**src/design/aspsmp_pkg.sv**
```systemverilog
// Package for the annular sector point sampler: widths, CORDIC constants,
// atan table and shared types. No dependencies.
`timescale 1ns / 1ps
package aspsmp_pkg;

  localparam int RAND_BITS_DEF     = 16;
  localparam int CORDIC_STAGES_DEF = 16;
  localparam int UW                = 16;
  localparam int CW                = 32;
  localparam int AW                = 20;
  // angle and vector datapath width (Q30 with sign and headroom)
  localparam int ZW                = 36;
  localparam longint Q30_PI        = 64'd3373259426;
  localparam longint Q30_HALF_PI   = 64'd1686629713;
  localparam longint Q30_TWO_PI    = 64'd6746518852;
  localparam longint CORDIC_K      = 64'd652032874;

  // register indexes
  localparam logic [2:0] REG_CENTER_X   = 3'd0;
  localparam logic [2:0] REG_CENTER_Y   = 3'd1;
  localparam logic [2:0] REG_MIN_RADIUS = 3'd2;
  localparam logic [2:0] REG_MAX_RADIUS = 3'd3;
  localparam logic [2:0] REG_MIN_THETA  = 3'd4;
  localparam logic [2:0] REG_MAX_THETA  = 3'd5;
  localparam logic [2:0] REG_EDGE_MODE  = 3'd6;

  typedef struct packed {
    logic signed [CW-1:0] center_x;
    logic signed [CW-1:0] center_y;
    logic [CW-1:0]        min_radius;
    logic [CW-1:0]        max_radius;
    logic signed [AW-1:0] min_theta;
    logic signed [AW-1:0] max_theta;
    logic                 edge_mode;
  } cfg_t;

  function automatic logic signed [ZW-1:0] atan_q30(input int i);
    logic signed [ZW-1:0] r;
    case (i)
      0: r = 36'sd843314857;   1: r = 36'sd497837829;
      2: r = 36'sd263043837;   3: r = 36'sd133525159;
      4: r = 36'sd67021687;    5: r = 36'sd33543516;
      6: r = 36'sd16775851;    7: r = 36'sd8388437;
      8: r = 36'sd4194283;     9: r = 36'sd2097149;
      default: r = (i >= 31) ? 36'sd0 : (36'sd1 <<< (30 - i));
    endcase
    return r;
  endfunction

endpackage

```
**src/design/aspsmp_cordic.sv**
```systemverilog
// Pipelined rotation-mode CORDIC giving Q30 cos and sin, one registered stage per iteration.
// Uses aspsmp_pkg.
`timescale 1ns / 1ps
module aspsmp_cordic import aspsmp_pkg::*; #(
  parameter int CORDIC_STAGES = 16
) (
  input  logic                 clk,
  input  logic                 en,
  input  logic signed [ZW-1:0] angle,
  input  logic                 neg,
  output logic signed [ZW-1:0] cos_q30,
  output logic signed [ZW-1:0] sin_q30
);
  localparam int N = CORDIC_STAGES;
  logic signed [ZW-1:0] x [0:N];
  logic signed [ZW-1:0] y [0:N];
  logic signed [ZW-1:0] z [0:N];
  logic                 ng [0:N];

  always_comb begin
    x[0] = ZW'(CORDIC_K);
    y[0] = '0;
    z[0] = angle;
    ng[0] = neg;
  end

  for (genvar i = 0; i < N; i++) begin : g_st
    always_ff @(posedge clk) begin
      if (en) begin
        ng[i+1] <= ng[i];
        if (z[i] >= 0) begin
          x[i+1] <= x[i] - (y[i] >>> i);
          y[i+1] <= y[i] + (x[i] >>> i);
          z[i+1] <= z[i] - atan_q30(i);
        end else begin
          x[i+1] <= x[i] + (y[i] >>> i);
          y[i+1] <= y[i] - (x[i] >>> i);
          z[i+1] <= z[i] + atan_q30(i);
        end
      end
    end
  end

  assign cos_q30 = ng[N] ? -x[N] : x[N];
  assign sin_q30 = ng[N] ? -y[N] : y[N];
endmodule

```
**config.mk**
```make
export PLATFORM = sky130hd
export DESIGN_NAME = aspsmp_cordic
export DESIGN_NICKNAME = d
export VERILOG_FILES = /design/src/design/aspsmp_pkg.sv /design/src/design/aspsmp_cordic.sv
export SDC_FILE = /design/constraint.sdc
export NUM_CORES = 2
export LEC_CHECK = 0
export BUFFER_PORTS_ARGS = -buffer_cell sky130_fd_sc_hd__buf_4
export CORE_MARGIN = 5
export CORE_UTILIZATION = 45
export CTS_BUF_LIST = sky130_fd_sc_hd__clkbuf_16
export DETAILED_ROUTE_END_ITERATION = 10
export SYNTH_ARGS = -nofsm -noshare
export SYNTH_HDL_FRONTEND = slang
export SYNTH_SLANG_ARGS = --single-unit
export TNS_END_PERCENT = 20
```
**constraint.sdc**
```tcl
create_clock -name clk -period 7.08 [get_ports clk]
set_input_delay 0.354 -clock clk [delete_from_list [all_inputs] [get_ports clk]]
set_output_delay 0.354 -clock clk [all_outputs]
set_load 0.03 [all_outputs]
```
==> impl_metrics.env <==
export IMPL_status="completed"
export IMPL_path_buf_inv=3
export IMPL_maxCapViolations=0
export IMPL_cp_start_kind="register"
export IMPL_synth_seq_cells=1578
export IMPL_rsz0062_at_grt="no"
export IMPL_hp_class="primary input to register"
export IMPL_fillers=27330
export IMPL_grt_max_degree=160
export IMPL_max_freq_ghz=0.1552
export IMPL_wl_met1_um=163200
export IMPL_synth_area_mm2=0.1315
export IMPL_final_common_cell="edfxtp_1"
export IMPL_ys_seq_area_share_pct=36.04
export IMPL_vias=102800
export IMPL_ctsResizeCount=0
export IMPL_slew_headroom_pct=24.79
export IMPL_synth_edf_count=1578
export IMPL_cts_root_buf="clkbuf_16"
export IMPL_synth_area_per_cell_um2=9.677
export IMPL_grtUsageTotal_pct=23.10
export IMPL_routed_wl_um=361200
export IMPL_detailed_place_hpwl_um=289200
export IMPL_grt_overflow=0
export IMPL_maxSlewViolCount=0
export IMPL_gp_congestion=0.9165
export IMPL_fin_crit_sh_pct=90.98
export IMPL_layout_drive_gt1_share_pct=4.598
export IMPL_area_delta_synth_final_pct=9.371
export IMPL_clk_path_buf_depth=4
export IMPL_min_delay_start="angle[28]"
export IMPL_htreeDepth=4
export IMPL_crit_fanout=28
export IMPL_path_class="register to register"
export IMPL_pin_count=111
export IMPL_clock_skew_ps=66.06
export IMPL_cp_cell_sequence="inv_1, ha_1, nor4b_1, nand4_1, nor3_1, nor2_4, inv_1, buf_4, nor2_1, xor2_1, ha_1, o21ai_0, o21ai_0, nand3_1, a2111oi_0, o31ai_1, a21oi_1, a41o_1, nor3_1, o21bai_1, a21oi_1, xnor2_1"
export IMPL_wl_per_cell_um=20.22
export IMPL_tightestPinTransition_ps=1114
export IMPL_async_flop_share_pct=0
export IMPL_highest_layer="met5"
export IMPL_die_w_um=550.5
export IMPL_antenna_found_initial=6
export IMPL_antenna_left=0
export IMPL_end_kind="register"
export IMPL_synth_distinct_cells=97
export IMPL_synthFlopType="edfxtp_1"
export IMPL_die_h_um=550.5
export IMPL_final_cell_mix="edfxtp_1 (1578), ha_1 (1452), xnor2_1 (1277)"
export IMPL_postCtsHoldBufs=34
export IMPL_postCtsSetupBuffers=0
export IMPL_ys_warnings_count=0
export IMPL_worstPathArrival_ps=7050
export IMPL_critPathSlowestCell="a2111oi_0"
export IMPL_drt_pre_antenna_iters=6
export IMPL_cts_clk_slew_worst_paths_ps=60
export IMPL_die_area_mm2=0.3031
export IMPL_initial_core_util_pct=45.20
export IMPL_syn_inst=13590
export IMPL_grt_pass1_vias=97730
export IMPL_rr_startpoint="z[395]"
export IMPL_critPathMaxStageDelay_ps=860
export IMPL_tns_ps=0
export IMPL_finalHoldViolations=0
export IMPL_grt_pass1_wl_um=560200
export IMPL_path_delay_family="compound AO/OA/AOI/OAI gates"
export IMPL_io_buffers=110
export IMPL_route_detailed_drc=0
export IMPL_wl_met2_um=171500
export IMPL_vias_per_cell=5.752
export IMPL_worstPathRequired_ps=7680
export IMPL_cts_sinks=1578
export IMPL_setup_viol=0
export IMPL_period_minus_slack_ps=6442
export IMPL_crit_start="z[395]"
export IMPL_cts_buffers=189
export IMPL_drtIter0Drc=7539
export IMPL_nets=15350
export IMPL_clk_latency_ps=890
export IMPL_cts_tree="yes"
export IMPL_met3_length_um=16250
export IMPL_rows=198
export IMPL_coreArea_mm2=0.2908
==> worst min-delay path, delay by kind of cell <==
kind,cells,cell delay [ps]
XOR/XNOR,1,160
adder cells (fa/ha/maj),1,210
buffers and inverters,1,80
==> cells by family after synthesis <==
group	count (synthesis)	share of synthesized area (%)
buf+inv	681	1.954
flops	1578	36.04
compound gates	4176	20.19
other cells	1	0.002853
simple gates	3584	13.43
fa+ha+maj	1496	14.49
mux	73	0.5863
xor+xnor	1996	13.30
==> stage by stage <==
| step | instance area [um^2] | hold slack [ps] | cells | util (%) | worst slack, ps |
|---|---|---|---|---|---|
| after CTS | 143800 | 0.1767 | 17860 | 49.43 | 567.3 |
| after detailed placement | 137300 | 405.5 | 17490 | 47.20 | 614.1 |
| final | 143800 | 82.39 | 17870 | 49.44 | 638.4 |
| after global placement | 137300 | 403.9 | 17490 | 47.20 | 660.8 |
| after global routing | 143800 | 61.38 | 17860 | 49.44 | 202.1 |
| after floorplan | 131500 | 400.3 | 13590 | - | 1512 |
==> cell type report <==
class                           instances  area (um^2)  share of cell area (%)
Multi-Input combinational cell      11330        81580                   56.74
Sequential cell                      1578        47390                   32.96
Tap cell                             3900         4880                   3.394
Clock buffer                          192         4805                   3.342
Inverter                              506         1899                   1.321
Timing Repair Buffer                  216         1877                   1.305
Clock inverter                        142         1345                  0.9355
Antenna cell                            3        7.507                0.005221
==> final timing paths <==
kind                  to  slack [ps]  depth (start not counted)
hold / removal    z[568]          80                          3
setup / recovery  y[359]         640                         22
setup reg to reg  y[359]         640                         22
hold reg to reg   z[122]         410                          0
==> Yosys cell counts (33+ instances only) <==
cell,count,area [um^2]
a211oi_1,121,908.4
a21boi_0,50,375.4
a21o_1,657,4932
a21oi_1,1258,6296
a31o_2,33,289.0
a31oi_1,90,563.0
and2_1,57,356.6
and3_1,109,681.9
clkbuf_1,149,559.3
edfxtp_1,1578,47390
fa_1,44,880.8
ha_1,1452,18170
inv_1,501,1881
mux2i_1,50,500.5
nand2_1,841,3157
nand2b_1,238,1489
nand3_1,221,1106
nand4_1,81,506.7
nor2_1,945,3547
nor2b_1,168,1051
nor3_1,322,1612
nor4_1,182,1139
o211ai_1,46,345.3
o21a_1,193,1449
o21ai_0,874,4374
o21bai_1,196,1471
o31ai_1,226,1697
o41ai_1,81,709.4
or2_2,76,475.5
or3_1,144,900.9
or4_1,95,713.2
xnor2_1,1277,11180
xor2_1,718,6289
==> layer usage <==
layer | vias to the layer above | GRT usage [%]
li1 | 51440 | -
met3 | 473 | 2.508
met2 | 2189 | 39.59
met1 | 48660 | 31.03
met5 | - | 0
met4 | 4 | 6.291
==> sequential cells by signal (all words and copies together) (netlist names) <==
register	flops
x	516
z	505
y	541
ng	16
Power is left out: the tool's default activity adds up to more than one toggle a clock period on the data nets, which glitch-free logic cannot reach.
