[src/design/aspsmp_pkg.sv]
// Package for the annular sector point sampler: widths, CORDIC constants,
// atan table and shared types. No dependencies.
`timescale 1ns / 1ps
package aspsmp_pkg;

  localparam int RAND_BITS_DEF     = 16;
  localparam int CORDIC_STAGES_DEF = 16;
  localparam int UW                = 16;
  localparam int CW                = 32;
  localparam int AW                = 20;
  // angle and vector datapath width (Q30 with sign and headroom)
  localparam int ZW                = 36;
  localparam longint Q30_PI        = 64'd3373259426;
  localparam longint Q30_HALF_PI   = 64'd1686629713;
  localparam longint Q30_TWO_PI    = 64'd6746518852;
  localparam longint CORDIC_K      = 64'd652032874;

  // register indexes
  localparam logic [2:0] REG_CENTER_X   = 3'd0;
  localparam logic [2:0] REG_CENTER_Y   = 3'd1;
  localparam logic [2:0] REG_MIN_RADIUS = 3'd2;
  localparam logic [2:0] REG_MAX_RADIUS = 3'd3;
  localparam logic [2:0] REG_MIN_THETA  = 3'd4;
  localparam logic [2:0] REG_MAX_THETA  = 3'd5;
  localparam logic [2:0] REG_EDGE_MODE  = 3'd6;

  typedef struct packed {
    logic signed [CW-1:0] center_x;
    logic signed [CW-1:0] center_y;
    logic [CW-1:0]        min_radius;
    logic [CW-1:0]        max_radius;
    logic signed [AW-1:0] min_theta;
    logic signed [AW-1:0] max_theta;
    logic                 edge_mode;
  } cfg_t;

  function automatic logic signed [ZW-1:0] atan_q30(input int i);
    logic signed [ZW-1:0] r;
    case (i)
      0: r = 36'sd843314857;   1: r = 36'sd497837829;
      2: r = 36'sd263043837;   3: r = 36'sd133525159;
      4: r = 36'sd67021687;    5: r = 36'sd33543516;
      6: r = 36'sd16775851;    7: r = 36'sd8388437;
      8: r = 36'sd4194283;     9: r = 36'sd2097149;
      default: r = (i >= 31) ? 36'sd0 : (36'sd1 <<< (30 - i));
    endcase
    return r;
  endfunction

endpackage

[src/design/aspsmp_sqrt.sv]
// Pipelined floor square root, one result bit per stage.
// Uses aspsmp_pkg.
`timescale 1ns / 1ps
module aspsmp_sqrt import aspsmp_pkg::*; #(
  parameter int FRAC_BITS = 16
) (
  input  logic        clk,
  input  logic        en,
  input  logic [UW-1:0] frac,
  output logic [30:0] root
);
  // radicand = frac << (60-FRAC_BITS); root < 2^31 is 31 bits
  localparam int NB = 31;
  logic [61:0] rad [0:NB];
  logic [62:0] rem [0:NB];
  logic [30:0] res [0:NB];

  always_comb begin
    rad[0] = 62'(frac) << (60 - FRAC_BITS);
    rem[0] = '0;
    res[0] = '0;
  end

  // each stage brings in two radicand bits and decides one root bit
  for (genvar k = 0; k < NB; k++) begin : g_st
    logic [62:0] trial, rem_sh;
    always_comb begin
      rem_sh = {rem[k][60:0], rad[k][61:60]};
      trial  = {30'd0, res[k], 2'b01};
    end
    always_ff @(posedge clk) begin
      if (en) begin
        rad[k+1] <= rad[k] << 2;
        if (rem_sh >= trial) begin
          rem[k+1] <= rem_sh - trial;
          res[k+1] <= {res[k][29:0], 1'b1};
        end else begin
          rem[k+1] <= rem_sh;
          res[k+1] <= {res[k][29:0], 1'b0};
        end
      end
    end
  end

  assign root = res[NB];
endmodule

[config.mk]
export PLATFORM = sky130hd
export DESIGN_NAME = aspsmp_sqrt
export DESIGN_NICKNAME = d
export VERILOG_FILES = /design/src/design/aspsmp_pkg.sv /design/src/design/aspsmp_sqrt.sv
export SDC_FILE = /design/constraint.sdc
export NUM_CORES = 2
export LEC_CHECK = 0
export BUFFER_PORTS_ARGS = -buffer_cell sky130_fd_sc_hd__buf_2
export CAP_MARGIN = 20
export CORE_MARGIN = 5
export CORE_UTILIZATION = 45
export CTS_CLUSTER_SIZE = 24
export DETAILED_ROUTE_END_ITERATION = 10
export GPL_TIMING_DRIVEN = 0
export PLACE_DENSITY = 0.56
export RECOVER_POWER = 100
export SETUP_SLACK_MARGIN = 0.3
export SKIP_LAST_GASP = 1
export SLEW_MARGIN = 20
export SYNTH_ARGS = -nofsm -noshare
export SYNTH_HDL_FRONTEND = slang
export SYNTH_SLANG_ARGS = --single-unit
export TNS_END_PERCENT = 1
[constraint.sdc]
create_clock -name clk -period 5.4 [get_ports clk]
set_clock_uncertainty 0.15 [all_clocks]
set_input_delay 0.81 -clock clk [delete_from_list [all_inputs] [get_ports clk]]
set_output_delay 0.81 -clock clk [all_outputs]
set_load 0.02 [all_outputs]
==> results.json <==
{
  "status": "finished with violations",
  "violations": "capacitance limit, slew limit",
  "clock.fmax_mhz": 199,
  "finalHoldViolations": 0,
  "placementRows": 186,
  "synth_largest_area_cell": "edfxtp_1",
  "ctsHtreeMaxLevel": 4,
  "hold_start": "en",
  "path_clk_slew_ps": 60,
  "cpPeakStageDelay_ps": 640,
  "fin_crit_sh_pct": 92.9,
  "coreArea_um2": 257000,
  "io_buffer_count": 47,
  "synth_xor_area_share_pct": 10.7,
  "ant_nets": 0,
  "synth_cells": 10116,
  "initial_core_util_pct": 45.2,
  "synth_seq_area_share_pct": 56.4,
  "final_cells": 14039,
  "antenna_found_initial": 9,
  "vias_per_cell": 5.59,
  "fin_nets": 10933,
  "crit_type": "reg2reg",
  "maxCapViolCount": 9,
  "worst_slew_pin_slew_ps": 3600,
  "synth_top_flop_cell": "edfxtp_1",
  "ir_drop_v": 0.000326,
  "area_growth_pct": 11.3,
  "ys_async_sr_fraction_pct": 0,
  "power_leakage_nw": 46.9,
  "synth_area_um2": 116000,
  "die_h_um": 518,
  "rsz0062_at_grt": "true",
  "hp-class": "in2reg",
  "required_ps": 5840,
  "route.detailed.wl_per_inst_um": 20.4,
  "yosysUniqueCellTypes": 100,
  "ioPinCount": 49,
  "synth_area_leaders": "edfxtp_1 56%, xor2_1 5.8%, ha_1 4.9%",
  "hold_depth": 1,
  "overflow": 0,
  "cts_buffer_depth": 3,
  "hpwl_um": 219000,
  "path_cells": "or4_1, or3_1, or4_1, nor4_2, o2111ai_1, nor2b_4, inv_2, o2111a_1, clkbuf_1, clkbuf_1, a31oi_1, a31oi_1",
  "synth_compound_area_share_pct": 8.82,
  "power_density_nw_per_um2": 397,
  "arrival_ps": 5460,
  "grt_pass1_vias": 75834,
  "min_to": "g_st[13].trial[2]",
  "grt_pass1_wl_um": 444000,
  "maxSlewHeadroom_pct": -140,
  "grt_max_degree": 151,
  "routed_wl_um": 287000,
  "finalSetupViolCount": 0,
  "synth-edff-count": 2181,
  "synth.top_cell.area_share_pct": 56.4,
  "setup_slack_ps": 383,
  "grt_usage_pct": 20.7,
  "dp_slack_ps": -48.3,
  "drt_iter0_drc": 6409,
  "cpMaxStageDelayCell": "nor4_2",
  "ys.warnings.count": 0,
  "final_max_slew_viol_count": 857,
  "num_vias": 78541,
  "placedCellCount": 13569,
  "layout_common_cells": "2181 x edfxtp_1, 780 x nor2_1, 775 x xor2_1, 742 x nand2_1, 640 x xnor2_1",
  "synthMuxAreaShare_pct": 0.511,
  "final_common_cell": "edfxtp_1",
  "synth_top_family_by_area": "simple AND/OR/NAND/NOR gates",
  "cts_made_buffers": 237,
  "crit_path_start_kind": "flop",
  "synth-simple-area-share_pct": 15.6,
  "drive_gt1_share_pct": 5.20,
  "min_period_ps": 5020,
  "gp_congestion": 0.903,
  "synth_fa_ha_area_share_pct": 5.25,
  "worst_r2r_path_depth": 12,
  "insertion_delay_ps": 890,
  "synth.ff_latch_count": 2181,
  "rr_startpoint": "g_st[24].rem_sh[49]",
  "path_max_fanout": 10,
  "cp-end-kind": "flop",
  "die_area_um2": 268000,
  "syn_area_per_cell_um2": 11.5,
  "cts_root_buf": "clkbuf_16",
  "cts_tree": "yes",
  "post_cts_buffers": 0,
  "die_x_um": 518,
  "drcViolationCount": 0,
  "reg2reg_to": "g_st[25].rem_sh[32]",
  "rrSetupSlack_ps": 380,
  "cts_sinks": 2181,
  "drt_first_pass_iters": 6
}
-- kinds of logic (layout without fill, tap and decap cells) --
family | count (synthesis) | after routing
xor+xnor | 1415 | 1415
simple gates | 3510 | 3510
mux | 53 | 53
fa+ha+maj | 475 | 475
compound gates | 1640 | 1640
other cells | 1 | 6
buf+inv | 841 | 1375
flops | 2181 | 2181
-- metal layers --
layer,global-route usage [%],wire length [µm],vias up
met4,4.76,6290,0
met1,30.2,134000,38208
met3,2.66,14500,376
li1,-,-,38025
met5,0,0,-
met2,33.1,132000,1932
-- final cells by class --
| type | count | area (µm²) |
|---|---|---|
| clock buffer | 283 | 6150 |
| inverter | 621 | 2330 |
| clock inverter | 167 | 2020 |
| timing repair buffer | 84 | 683 |
| sequential | 2181 | 65500 |
| buffer | 220 | 833 |
| fill | 22707 | 128000 |
| multi-input combinational | 7095 | 47500 |
| antenna | 4 | 10.0 |
| tap | 3384 | 4230 |
-- cell usage after synthesis (52+ instances only) --
cell         n
o21bai_1    75
inv_1      616
nand2b_1   116
nand4_1    111
nor2_1     780
nand3_1    213
a21o_1     210
or2_2       69
ha_1       454
nand2_1    741
xnor2_1    640
o31ai_1     58
and3_1      58
or3_1      194
nor3_1     449
xor2_1     775
o21ai_0    416
edfxtp_1  2181
a211oi_1    52
nor4_1     294
o21a_1      65
nand3b_1    55
a21oi_1    498
or4_1      171
clkbuf_1   202
-- registers in the layout, summed over array words and instances (netlist names) --
signal and cells:
g_st.rem_sh 1660, g_st.trial 435, rad 56, root 30
-- stage by stage --
step	utilization (%)	area [µm²]	hold WS (ps)	power (mW)	TNS [ps]
floorplan	-	116000	250	30.9	0
global placement	46.9	121000	252	35.8	-
detailed placement	47.2	121000	255	34.7	-48.3
CTS	50.4	130000	214	51.8	0
global route	50.3	129000	221	54.0	0
finish	50.3	129000	256	51.3	0
-- how the worst max path moves through the flow --
stage | cells after the start | to | start | slack (ps)
6_report | 12 | g_st[25].rem_sh[32] | g_st[24].rem_sh[49] | 380
5_1_grt | 11 | g_st[14].rem_sh[50] | g_st[13].rem_sh[29] | 110
4_1_cts | 10 | g_st[13].rem_sh[52] | g_st[12].rem_sh[31] | 310
3_5_place_dp | 12 | g_st[25].rem_sh[32] | g_st[24].rem_sh[49] | -50
3_3_place_gp | 1 | g_st[29].rem_sh[38] | en | -31150
2_1_floorplan | 12 | g_st[29].rem_sh[56] | g_st[28].rem_sh[2] | 1330
-- critical path: cells and delay by family, from the launching register on --
family          cells  cell delay (ps)
simple gates        5             2530
compound gates      4              860
buf+inv             3              750
flops               1              440
-- report_power, final --
group	total (mW)	internal [mW]	leakage (nW)	switching, mW
Combinational	11.1	4.36	22.0	6.75
Sequential	23.4	21.6	21.0	1.85
Clock	16.8	9.88	3.94	6.90
-- timing repair --
action	CTS	global route
resized for setup	2	8
setup endpoints to repair	19	77
hold buffers	16	0
hold endpoints to repair	16	0
gates cloned	0	0
No activity file was read; power rests on OpenSTA's default activity.
